File: config.mk
export PLATFORM = sky130hd
export DESIGN_NAME = tds_ram
export DESIGN_NICKNAME = d
export VERILOG_FILES = /design/src/rtl/tds_ram.sv
export SDC_FILE = /design/constraint.sdc
export NUM_CORES = 2
export LEC_CHECK = 0
export ABC_AREA = 1
export BUFFER_PORTS_ARGS = -buffer_cell sky130_fd_sc_hd__buf_2
export CAP_MARGIN = 20
export CORE_MARGIN = 2
export CORE_UTILIZATION = 50
export CTS_CLUSTER_DIAMETER = 60
export DETAILED_ROUTE_END_ITERATION = 16
export PLACE_DENSITY = 0.71
export SLEW_MARGIN = 20
export SYNTH_ARGS = -nofsm -noshare
export SYNTH_HDL_FRONTEND = slang
export SYNTH_SLANG_ARGS = --single-unit
File: constraint.sdc
create_clock -name aclk -period 12.38 [get_ports aclk]
set_clock_uncertainty 0.05 [all_clocks]
set_input_delay 3.095 -clock aclk [delete_from_list [all_inputs] [get_ports aclk]]
set_output_delay 3.095 -clock aclk [all_outputs]
set_load 0.1 [all_outputs]
File: src/rtl/tds_ram.sv
`default_nettype none
module tds_ram #(
    parameter int WIDTH = 32,
    parameter int DEPTH = 64
) (
    input  wire logic                     aclk,
    input  wire logic                     we,
    input  wire logic [$clog2(DEPTH)-1:0] waddr,
    input  wire logic [WIDTH-1:0]         wdata,
    input  wire logic [$clog2(DEPTH)-1:0] raddr,
    output logic      [WIDTH-1:0]         rdata
);

    logic [WIDTH-1:0] mem [DEPTH];

    always_ff @(posedge aclk) begin
        if (we) begin
            mem[waddr] <= wdata;
        end
        rdata <= mem[raddr];
    end

endmodule
`default_nettype wire

==> qor.yml <==
setup_path:
  worst-path-buf-inv: 4
  worstReg2RegStart: "mem[48][21]"
  worstPathMaxFanout: 176
  cp-startpoint: "raddr[0]"
  worst-setup-path-type: "input pin to flop"
  worst_setup_path_start_kind: "input pin"
  worstReg2RegEnd: "rdata[21]"
  r2r_slack_ns: 10.70
  critical_path.cell_chain: "buf_8 > buf_4 > buf_12 > buf_4 > nand2_1 > nand3_1 > nand3_1 > nand3_1 > nand3_1 > nand2_1 > nand2_1 > nand2_1"
  cp_num_cells: 12
  cp-endpoint: "rdata[7]"
  cp_slowest_cell: "buf_4"
  cp.arrival_ns: 7.02
  endpoint_kind: "flop"
  critPathRequiredTime_ns: 13.09
  crit_family: "buffers and inverters"
  rr_worst_depth: 8
  max_stage_delay_ns: 0.81
synth:
  synth-simple-area-share_pct: 22.1
  ys_ff_latch: 2080
  synth_seq_area_share_pct: 75.1
  syn_nets: 6815
  synthXorXnorAreaFrac_pct: 0
  netlist_instances: 6769
  synth_adder_area_share_pct: 0
  muxShareOfSynthArea_pct: 0
  ys_warn_count: 0
  syn_area_sq_um: 82700
  avgSynthCellArea_sq_um: 12.2
  synth_cell_type_count: 16
  synth-compound-area-share_pct: 0
  synth_top_family_by_area: "simple AND/OR/NAND/NOR gates"
route:
  vias: 54400
  ant_nets: 0
  wl_per_cell_microns: 25.1
  vias_per_cell: 5.99
  routed_wirelength_microns: 228000
  first_pass_iters: 6
  drt_iter0_drc: 7684
  drc: 0
cells_and_area:
  fin_nets: 6773
  final_area_sq_um: 91300
  area_growth_pct: 10.3
  fin_util_pct: 55.4
  fillCellCount: 13100
  drive_above_1_share_pct: 7.81
clocking:
  ctsHtreeMaxLevel: 4
  cts_buffers: 192
  ctsResizeCount: 0
  clk_latency_ns: 0.84
  cts_setup_buffers: 0
  holdBufCountCts: 0
  clockBufferDepth: 3
  cts_tree: "done"
  clkTransAtPathRegs_ns: 0.06
  clkSinkCount: 2080
  root_buffer: "clkbuf_16"
power_and_ir_drop:
  p_switching_mw: 3.33
  clkPwrFrac_pct: 39.1
  p_seq_share_pct: 54.4
  combPwrFrac_pct: 6.6
  vdd_drop_max_mv: 0.147
  p_int_mw: 11.1
  static-leakage-power_nw: 31.8
  swShare_pct: 23.1
  power_density_nw_per_um2: 158
place:
  globalplace.congestion: 0.829
  hpwlAfterDp_microns: 114000
  numPortBuffers: 77
  place_area_sq_um: 85300
global_route:
  grt_pass1_wl_microns: 335000
  grt_pass1_vias: 51800
  antenna_found_initial: 22
  grt_start_max_net_pins: 265
  track_usage_pct: 26.8
  grt_overflow: 0
sta:
  post-route-period-util_pct: 50.9
  tightestPinTransition_ns: 1.42
  report.final.hold_viol_count: 0
  setup-violations-final: 0
  fin_crit_ns: 6.30
  max_freq_ghz: 0.159
  timing.hold.ws_ns: 0.749
  finalMaxSlewViolations: 0
  setup_tns_ns: 0
  rsz0062_at_grt: "no"
  relSlewSlack_pct: 5.08
min_path:
  hold_class: "flop to flop"
flow_run:
  cap_violations: 0
floorplanning:
  fp-row-count: 149
  start_util_pct: 50.3
  die_height_microns: 411
  fp.dieW_microns: 411
  core-area_sq_um: 165000
  io_pins: 78
  dieArea_sq_um: 169000
run_status:
  status: "complete, no violations"
[logic make-up (layout without fill, tap and decap cells)]
kind of cell	Yosys count	in the layout
flip-flops	2080	2080
AND/OR/NAND/NOR	4228	4228
other	0	7
buffers and inverters	461	580
[layout by cell type, fill, tap and decap left out, types with 7 or more instances in the layout]
cell | netlist | routed
edfxtp_1 | 2048 | 2048
clkbuf_16 | 0 | 198
nand2_1 | 2248 | 2248
clkinv_1 | 0 | 47
nor4_2 | 0 | 8
clkinv_2 | 0 | 28
buf_4 | 45 | 134
buf_12 | 0 | 9
clkbuf_1 | 77 | 53
buf_2 | 282 | 65
nor2_4 | 0 | 56
dfxtp_1 | 32 | 32
clkbuf_8 | 0 | 10
nand3_1 | 1907 | 1907
nand4_1 | 9 | 9
diode_2 | 0 | 7
[routing by layer]
layer / wire length, microns / global-route usage [%]
met1: 84700 / 35.8
met2: 107000 / 42.4
met4: 9810 / 11.8
met5: 117 / 0
met3: 26800 / 6.19
[worst min-delay path by stage]
stage / startpoint / end / slack (ns) / depth (start not counted)
6_report: mem[6][9] / rdata[9] / 0.75 / 8
5_1_grt: mem[4][6] / rdata[6] / 0.82 / 8
4_1_cts: mem[18][31] / rdata[31] / 0.75 / 8
3_5_place_dp: mem[18][31] / rdata[31] / 0.72 / 8
3_3_place_gp: mem[42][16] / rdata[16] / 0.72 / 8
2_1_floorplan: mem[14][0] / rdata[0] / 0.67 / 8
[through the flow]
step,setup slack (ns),total power [mW],instances
global route,5.97,14.8,9080
floorplan,5.11,8.54,6769
global placement,5.21,8.90,8721
CTS,6.04,14.4,9077
detailed placement,5.15,8.92,8722
finish,6.08,14.4,9084
[power groups by stage]
stage,clock network (mW),logic [mW],registers [mW]
floorplan,0,0.479,8.06
global placement,0,0.914,7.98
detailed placement,0,0.932,7.98
CTS,5.67,0.936,7.83
global route,5.93,1.02,7.84
finish,5.63,0.949,7.84
[tightest hold or removal path, cell delays in order (launching register included)]
cell and delay, ns:
edfxtp_1 0.31, nand2_1 0.05, nand3_1 0.06, nand3_1 0.07, nand3_1 0.07, nand3_1 0.07
nand2_1 0.06, nand2_1 0.04, nand2_1 0.05
[cell usage after synthesis]
master    count  area share (%)
nand2_1    2248              10
edfxtp_1   2048              74
nand3_1    1907              12
buf_2       282             1.7
clkbuf_1     77            0.35
nor2_1       56            0.25
buf_4        45            0.41
buf_1        40            0.18
dfxtp_1      32            0.77
inv_1         9           0.041
nand4_1       9           0.068
nor4_1        8           0.060
buf_6         3           0.041
buf_8         2           0.036
inv_2         2          0.0091
inv_4         1          0.0076
[final cells by class]
class,instances,area (sq um),share of cell area (%)
clock buffer,261,5290,5.80
clock inverter,94,647,0.709
tap,2189,2740,3.00
sequential,2080,62100,68.1
antenna,7,17.5,0.0192
timing repair buffer,213,1580,1.73
inverter,12,82.6,0.0905
multi-input combinational,4228,18800,20.6
[flip-flops by register name, indices dropped and copies added (netlist names)]
register,count
rdata,32
mem,2048
Note: power is estimated with default switching activity, not from simulation.
