**config.mk**
```make
export PLATFORM = sky130hd
export DESIGN_NAME = tds_div
export DESIGN_NICKNAME = d
export VERILOG_FILES = /design/src/rtl/tds_pkg.sv /design/src/rtl/tds_div.sv
export SDC_FILE = /design/constraint.sdc
export NUM_CORES = 1
export LEC_CHECK = 0
export ABC_CLOCK_PERIOD_IN_PS = 4300
export BUFFER_PORTS_ARGS = -buffer_cell sky130_fd_sc_hd__buf_2
export CORE_MARGIN = 3
export CORE_UTILIZATION = 60
export CTS_BUF_LIST = sky130_fd_sc_hd__clkbuf_4 sky130_fd_sc_hd__clkbuf_8
export DETAILED_ROUTE_END_ITERATION = 10
export PLACE_DENSITY = 0.78
export SLEW_MARGIN = 25
export SYNTH_ARGS = -nofsm -noshare
export SYNTH_HDL_FRONTEND = slang
export SYNTH_SLANG_ARGS = --single-unit
```
**constraint.sdc**
```tcl
create_clock -name aclk -period 4.3 [get_ports aclk]
set_input_delay 0.645 -clock aclk [delete_from_list [all_inputs] [get_ports aclk]]
set_output_delay 0.645 -clock aclk [all_outputs]
set_load 0.005 [all_outputs]
```
**src/rtl/tds_pkg.sv**
```systemverilog
`default_nettype none
package tds_pkg;

    localparam int MAX_ROWS = 64;
    localparam int IDX_W    = $clog2(MAX_ROWS);
    localparam int CNT_W    = $clog2(MAX_ROWS + 2);
    localparam int DATA_W   = 32;
    localparam int FRAC_W   = 16;
    localparam int DVD_W    = DATA_W + FRAC_W;
    localparam int DIV_CNT_W = $clog2(DVD_W);
    localparam int ROWA_W   = 3 * DATA_W;

    localparam logic [1:0] ST_OK           = 2'd0;
    localparam logic [1:0] ST_ZERO_PIVOT   = 2'd1;
    localparam logic [1:0] ST_MISMATCH     = 2'd2;
    localparam logic [1:0] ST_NOT_FACTORED = 2'd3;

    localparam logic KIND_STATUS   = 1'b0;
    localparam logic KIND_SOLUTION = 1'b1;

    localparam logic OP_ROW = 1'b0;
    localparam logic OP_RHS = 1'b1;

    localparam logic [2:0] ADDR_PIVOT_THRESHOLD = 3'd0;

    typedef enum logic [3:0] {
        S_IDLE,
        S_ROW_RD,
        S_ROW_MUL,
        S_ROW_SUB,
        S_ROW_DIV,
        S_ROW_WR,
        S_RHS_RD,
        S_RHS_MUL,
        S_RHS_SUB,
        S_RHS_DIV,
        S_RHS_WR,
        S_BS_RD,
        S_BS_MUL,
        S_BS_SUB,
        S_BS_OUT,
        S_STATUS
    } state_t;

    typedef struct packed {
        logic                     start;
        logic signed [DATA_W-1:0] num;
        logic signed [DATA_W-1:0] den;
    } div_req_t;

    typedef struct packed {
        logic                     done;
        logic signed [DATA_W-1:0] quo;
    } div_rsp_t;

    // Q16.16 product: drop 16 fraction bits toward zero, then saturate.
    function automatic logic signed [DATA_W-1:0] qmul_fix(input logic signed [63:0] p);
        logic signed [63:0] t;
        begin
            if (p < 0) begin
                t = (p + 64'sd65535) >>> FRAC_W;
            end else begin
                t = p >>> FRAC_W;
            end
            if (t > 64'sd2147483647) begin
                qmul_fix = 32'sh7FFFFFFF;
            end else if (t < -64'sd2147483648) begin
                qmul_fix = 32'sh80000000;
            end else begin
                qmul_fix = t[DATA_W-1:0];
            end
        end
    endfunction

    function automatic logic signed [DATA_W-1:0] sub_sat(
        input logic signed [DATA_W-1:0] a,
        input logic signed [DATA_W-1:0] b
    );
        logic signed [DATA_W:0] t;
        begin
            t = {a[DATA_W-1], a} - {b[DATA_W-1], b};
            if (t[DATA_W] != t[DATA_W-1]) begin
                sub_sat = t[DATA_W] ? 32'sh80000000 : 32'sh7FFFFFFF;
            end else begin
                sub_sat = t[DATA_W-1:0];
            end
        end
    endfunction

endpackage
`default_nettype wire

```
**src/rtl/tds_div.sv**
```systemverilog
`default_nettype none
module tds_div (
    input  wire logic              aclk,
    input  wire logic              aresetn,
    input  wire tds_pkg::div_req_t req,
    output tds_pkg::div_rsp_t      rsp
);

    logic                              run_reg;
    logic                              done_reg;
    logic [tds_pkg::DIV_CNT_W-1:0]     cnt_reg;
    logic                              neg_reg;
    logic                              zero_reg;
    logic [tds_pkg::DVD_W-1:0]         dvd_reg;
    logic [tds_pkg::DATA_W-1:0]        dvs_reg;
    logic [tds_pkg::DATA_W:0]          rem_reg;

    logic [tds_pkg::DATA_W-1:0]        num_mag;
    logic [tds_pkg::DATA_W-1:0]        den_mag;
    logic [tds_pkg::DATA_W:0]          rem_sh;
    logic                              fits;
    logic signed [tds_pkg::DATA_W-1:0] quo;

    assign num_mag = req.num[tds_pkg::DATA_W-1] ? (~req.num + 32'd1) : req.num;
    assign den_mag = req.den[tds_pkg::DATA_W-1] ? (~req.den + 32'd1) : req.den;
    assign rem_sh  = {rem_reg[tds_pkg::DATA_W-1:0], dvd_reg[tds_pkg::DVD_W-1]};
    assign fits    = rem_sh >= {1'b0, dvs_reg};

    always_ff @(posedge aclk) begin
        if (!aresetn) begin
            run_reg  <= 1'b0;
            done_reg <= 1'b0;
            cnt_reg  <= '0;
        end else begin
            done_reg <= 1'b0;
            if (req.start) begin
                run_reg <= (req.den != '0);
                done_reg <= (req.den == '0);
                cnt_reg <= tds_pkg::DIV_CNT_W'(tds_pkg::DVD_W - 1);
            end else if (run_reg) begin
                cnt_reg <= cnt_reg - 1'b1;
                if (cnt_reg == '0) begin
                    run_reg  <= 1'b0;
                    done_reg <= 1'b1;
                end
            end
        end
    end

    // one quotient bit per cycle, restoring
    always_ff @(posedge aclk) begin
        if (req.start) begin
            neg_reg  <= req.num[tds_pkg::DATA_W-1] ^ req.den[tds_pkg::DATA_W-1];
            zero_reg <= (req.den == '0);
            dvd_reg  <= {num_mag, {tds_pkg::FRAC_W{1'b0}}};
            dvs_reg  <= den_mag;
            rem_reg  <= '0;
        end else if (run_reg) begin
            rem_reg <= fits ? (rem_sh - {1'b0, dvs_reg}) : rem_sh;
            dvd_reg <= {dvd_reg[tds_pkg::DVD_W-2:0], fits};
        end
    end

    always_comb begin
        if (zero_reg) begin
            quo = '0;
        end else if (neg_reg) begin
            if (dvd_reg > 48'h0000_8000_0000) begin
                quo = 32'sh80000000;
            end else begin
                quo = ~dvd_reg[tds_pkg::DATA_W-1:0] + 32'd1;
            end
        end else begin
            if (dvd_reg > 48'h0000_7FFF_FFFF) begin
                quo = 32'sh7FFFFFFF;
            end else begin
                quo = dvd_reg[tds_pkg::DATA_W-1:0];
            end
        end
    end

    assign rsp.done = done_reg;
    assign rsp.quo  = quo;

endmodule
`default_nettype wire
```
==> impl_results.md, run 1 <==
* Dominant cell type by area after synthesis: edfxtp_1
* Worst Hold Class: input port to register
* Post-synth net total at 1,158
* Syn_area_per_cell at 8.50 sq um
* Longest Clk Path Bufs at 2
* Cells along the critical path: inv_1, ha_2, or3b_4, nor3_4, nand3_2, or4b_4, or3_4, a21oi_4, o21bai_4, buf_4, a311oi_1, buf_2
* TritonCTS buffer count at 17
* Crit path DAT at 3.67 ns
* Final hold vios at 0
* Status: finished with violations
* Worst-path maximum fanout at 7
* Slew @ Worst Pin at 0.803 ns
* Number of flip-flops in the largest register at 48
* Final min period at 4.31 ns
* Cell Area, Synth at 8950 sq um
* GR Overflow Total at 0
* DRC at 0
* Hold Path Cell Cnt at 1
* Routed WL per cell at 16.7 microns
* Final worst slack at -0.0107 ns
* DP HPWL at 15,700 microns
* CORE AREA at 14,600 sq um
* First-pass GRT wire length at 35,400 microns
* Failing checks: setup timing
* Most common cell in the netlist: nand2_1
* Initial Util at 61.3%
* Setup-failing EPs final at 1
* CTS tree: built
* Reg-to-reg critical path startpoint: dvs_reg[1]
* Fraction of layout cells with a size suffix above 1 at 16.8%
* Reg clk slew, reported paths at 0.07 ns
* Crit Path Class: register to output pin
* Worst path required time at 3.65 ns
* Register area share after synthesis at 34.7%
* Crit end category: output pin
* Worst hold start: req[0]
* Max Freq at 232 MHz
* Synth warn at 0
* CP bufs+invs at 3
* Die area at 16,400 sq um
* Peak VDD IR at 204 uV
* I/O Buffers at 99
* Top Usage Layer GRT: met2
* Startpoint types: register
* GP Congestion at 0.927
* Synth top area share at 22.1%
* Final period util at 100%
* Clock sink count at 122
* Row count at 44
* Synth cell types at 75
* Max incr delay on CP at 0.53 ns
* Vias in the first global route at 7,332
* PD cells at 324 nW/um^2
* Top area cells in the synthesized netlist: edfxtp_1 (22%), dfxtp_1 (13%), ha_1 (5.2%), nand2_1 (4.8%), xor2_1 (4.6%)
* Max-slew violations at 0
* Clock skew at 0.0131 ns
* GRT met1 Usage at 38.8%
* Routed wire length at 22,200 microns
* H-tree depth at 4
* Via Count at 8,263
* Initial DRC Count at 615
* Design Area, Final at 10,200 sq um
* CP top delay family: simple AND/OR/NAND/NOR gates
* Place WS at 0.317 ns
* Post-route ant nets at 0
* Number of max-cap violations at 0
* Nets at 1,239
* Area growth, synth to finish at 13.8%
* Syn Inst Count at 1,053
* Post-synth EDFFs at 66
* # IOs at 100
* Synth Flop Type: edfxtp_1
* Post-synth top cells: nand2_1 (114), nor2_1 (102), o21ai_0 (74)
* Slowest CP cell: or4b_4
* RSZ-0062 raised after global routing: true
* Hold slack at 0.420 ns
* Async SR Flop Fraction at 0%
* Slew headroom at 45.8%
* Design Power at 3.30 mW
* DR vias/cell at 6.21
* Worst-skew pair later-pin latency at 0.46 ns
* Met3 GRT Util at 4.04%
* Cell chosen for the clock root: clkbuf_8
* #FFs+latches synth at 122
* Largest net degree at the start of global routing at 43
* R2R cell count at 10
* Leakage at 4.15 nW
* 1st-pass router iterations at 5
* Grt met2 use at 40.1%
* DIE HEIGHT at 128 microns
* Post-place instance area at 9560 sq um
* Die width at 128 microns
* ANT cells at 0
* Global Route Usage Sum at 26.4%
* Worst path depth at 12
* CP startpoint: dvd_reg[1]
* Fin Setup TNS at -0.0107 ns
* Initial antenna violation count at 0
area by class of cell:
| class | count | area [sq um] |
|---|---|---|
| multi-input cells | 819 | 5490 |
| fillers | 1198 | 4410 |
| inverters | 53 | 199 |
| flip-flops and latches | 122 | 3110 |
| well taps | 184 | 230 |
| repair buffers | 121 | 698 |
| clock buffers | 25 | 319 |
| clock inverters | 7 | 138 |
where the power goes:
| part | internal, mW | switching (mW) | total (mW) |
|---|---|---|---|
| Clock | 0.718 | 0.459 | 1.18 |
| Sequential | 1.33 | 0.0748 | 1.40 |
| Combinational | 0.298 | 0.422 | 0.719 |
worst paths after layout:
| path | to | slack [ns] |
|---|---|---|
| worst max-delay path | rsp[21] | -0.01 |
| worst min-delay path | dvs_reg[0] | 0.42 |
| worst max register to register | rem_reg[30] | 0.55 |
| worst min register to register | rem_reg[6] | 0.49 |
logic make-up after synthesis:
| family | count (synthesis) | synth area share (%) |
|---|---|---|
| AO/OA/AOI/OAI | 276 | 20.7 |
| XOR/XNOR | 91 | 8.91 |
| adder cells (fa/ha/maj) | 38 | 5.40 |
| buffers and inverters | 113 | 5.00 |
| flip-flops | 122 | 34.7 |
| multiplexers | 40 | 4.49 |
| AND/OR/NAND/NOR | 373 | 20.9 |
cells in the final DEF (no fill, tap or decap), types with 22 or more instances in the layout:
cell type,instances
edfxtp_1,66
nor3_1,27
xnor2_1,44
o21ai_0,74
mux2i_1,39
buf_2,99
inv_1,53
a21oi_1,45
nor2_1,102
xor2_1,47
ha_1,36
o31ai_1,22
dfxtp_1,53
nand2_1,114
routing by layer:
layer / up-vias / routed length, microns
met1: 3897 / 10400
met2: 305 / 10000
li1: 4029 / -
met3: 32 / 1450
met4: 0 / 328
met5: - / 0
what timing repair did:
action                                  in CTS  in global routing
setup buffers                                4                  3
endpoints found under the setup margin      22                 29
gates cloned                                 0                  2
hold buffers                                 0                  0
resized for setup                            4                 13
pin swaps                                    2                  5
metrics by stage:
step,instances,util [%]
floorplan,1053,-
global placement,1290,65.5
global route,1331,69.8
detailed placement,1290,65.5
finish,1331,69.8
CTS,1326,69.0
Power figures use the tool's default switching activity.
==> run 2, diff against run 1 <==
Settings changed: CORE_ASPECT_RATIO from default to 1.5, SETUP_SLACK_MARGIN from default to 0.3.
==> run 2 against run 1 <==
Against the previous run: the flow now finishes without violations; fmax increased by 6.5%; worst setup slack improved by 0.26 ns; core utilization increased by 1.1 points; cell area increased by 1.6%; critical path depth decreased by 1; flip-flop and latch count unchanged; critical path type unchanged.
==> impl_results.md, run 2 (synthesized netlist as in run 1, its figures left out) <==
* Fin Setup TNS at 0 ns (+0.0107 ns)
* Register area at 3110 sq um (+0.24%)
* Clock skew at 0.0117 ns (-0.00141 ns)
* Area of the multi-input gates at 5640 sq um (+2.7%)
* CTS tree: built
* Status: completed
* # IOs at 100 (unchanged)
* Place WS at 0.364 ns (+0.0471 ns)
* DIE HEIGHT at 156 microns (+21%)
* Number of flip-flops in the largest register at 48 (unchanged)
* DRC at 0 (unchanged)
* DR vias/cell at 6.21 (about the same)
* TritonCTS buffer count at 17 (unchanged)
* 1st-pass router iterations at 9 (+4)
* Post-route ant nets at 0 (unchanged)
* End of the worst register-to-register path: rem_reg[15]
* Final worst slack at 0.254 ns (+0.264 ns)
* Startpoint types: register
* Slew headroom at 42.2% (-3.6 points)
* First-pass GRT wire length at 36,900 microns (+4.3%)
* Area growth, synth to finish at 15.6%
* Crit path DAT at 3.40 ns (-0.27 ns)
* Leakage at 4.20 nW (+1.2%)
* Routed wire length at 22,900 microns (+3.1%)
* Number of max-cap violations at 0 (unchanged)
* Die width at 106 microns (-17%)
* Worst Setup EP: rsp[16]
* Initial Util at 61.3% (about the same)
* Hold slack at 0.416 ns (-0.00340 ns)
* ANT cells at 0 (unchanged)
* I/O Buffers at 99 (unchanged)
* Final hold vios at 0 (unchanged)
* Initial antenna violation count at 1 (+1)
* Final min period at 4.05 ns (-0.264 ns)
* CP startpoint: dvd_reg[0]
* Max Freq at 247 MHz (+6.5%)
* Fraction of layout cells with a size suffix above 1 at 19.4% (+2.6 points)
* Setup-failing EPs final at 0 (-1)
* R2R cell count at 12 (+2)
* Largest net degree at the start of global routing at 76 (+77%)
* Worst-skew pair later-pin latency at 0.45 ns (about the same)
* Max-slew violations at 0 (unchanged)
* CORE AREA at 14,600 sq um (about the same)
* Worst path required time at 3.65 ns (about the same)
* Clock sink count at 122 (unchanged)
* Most common cell after layout, fill and taps aside: nand2_1
* Longest Clk Path Bufs at 2 (unchanged)
* Initial DRC Count at 583 (-5.2%)
* Crit Path Class: register to output pin
* Row count at 54 (+23%)
* H-tree depth at 4 (unchanged)
* GP Congestion at 0.984 (+6.2%)
* Reg clk slew, reported paths at 0.07 ns (about the same)
* Crit end category: output pin
* Routed WL per cell at 16.9 microns (+1.2%)
* Worst reg-to-reg setup slack at 0.69 ns (+0.14 ns)
* Worst Hold Class: input port to register
* Fillers at 1,191 (-0.58%)
* Design Area, Final at 10,300 sq um (+1.6%)
* DP HPWL at 16,100 microns (+2.6%)
* GR Overflow Total at 0 (unchanged)
* RSZ-0062 raised after global routing: true
* Die area at 16,400 sq um (+0.19%)
* Final period util at 94.1% (-6.1 points)
* PD cells at 304 nW/um^2 (-6.2%)
* Cell chosen for the clock root: clkbuf_8
* Post-CTS Hold Buffers at 0 (unchanged)
* Peak VDD IR at 210 uV (+3.0%)
* Nets at 1,252 (+1.0%)
* Global Route Usage Sum at 27.4% (+0.94 points)
* Reg-to-reg critical path startpoint: dvd_reg[47]
* Via Count at 8,423 (+1.9%)
* Vias in the first global route at 7,833 (+6.8%)
* Commonest cells after routing, fill and taps aside: nand2_1 (114), buf_2 (99), nor2_1 (98)
* Post-place instance area at 9590 sq um (+0.39%)
* Slew @ Worst Pin at 0.867 ns (+0.0641 ns)
* Worst-path maximum fanout at 8 (+1)
[run 2: worst max-delay path: stages, from the launching register on]
cell	delay, ns
dfxtp_4	0.36
inv_2	0.06
ha_4	0.12
or3b_4	0.41
nor3_4	0.15
nand3_2	0.11
or4b_4	0.51
or3_4	0.36
a21oi_4	0.28
o21bai_4	0.16
a311oi_2	0.28
buf_2	0.16
[run 2: layout make-up]
class / instances / share of cell area [%]
flip-flops and latches: 122 / 30.1
repair buffers: 132 / 7.34
well taps: 196 / 2.37
clock buffers: 23 / 2.82
inverters: 53 / 1.95
clock inverters: 9 / 0.955
multi-input cells: 821 / 54.5
[run 2: worst min path at each step]
| stage | from | end | slack [ns] | cells after the start |
|---|---|---|---|---|
| after CTS | req[0] | dvs_reg[0] | 0.39 | 1 |
| after global routing | req[0] | dvs_reg[0] | 0.39 | 1 |
| after detailed placement | rem_reg[2] | rem_reg[2] | 0.49 | 2 |
| after global placement | rem_reg[2] | rem_reg[2] | 0.48 | 2 |
| after floorplan | rem_reg[11] | rem_reg[11] | 0.45 | 2 |
| final | req[0] | dvs_reg[0] | 0.42 | 1 |
[run 2: through the flow]
step                      instances  power, mW  utilization [%]
final                          1356       3.14             70.9
after global routing           1356       3.31             70.9
after CTS                      1345       3.14             69.6
after detailed placement       1304       2.12             65.7
after global placement         1304       2.10             65.7
after floorplan                1053       1.89                -
[run 2: where the power goes]
group	internal [mW]	switching [mW]	leakage (nW)	total, mW
logic	0.299	0.427	2.87	0.726
registers	1.33	0.0771	1.13	1.41
clock network	0.565	0.449	0.201	1.01
[run 2: what timing repair did]
action / CTS / global route
buffers inserted: 7 / 10
setup endpoints to repair: 32 / 32
pin swaps: 15 / 15
gates cloned: 2 / 1
resized for setup: 22 / 22
[run 2: layer usage]
layer  global-route usage [%]  up-vias  wire, microns  share of wire [%]
met1                     31.0     3949           8910                 39
met5                        0        -             13              0.057
li1                         -     4065              -                  -
met4                     14.3        2            937                4.1
met2                     49.2      329          11800                 52
met3                     4.72       78           1210                5.3
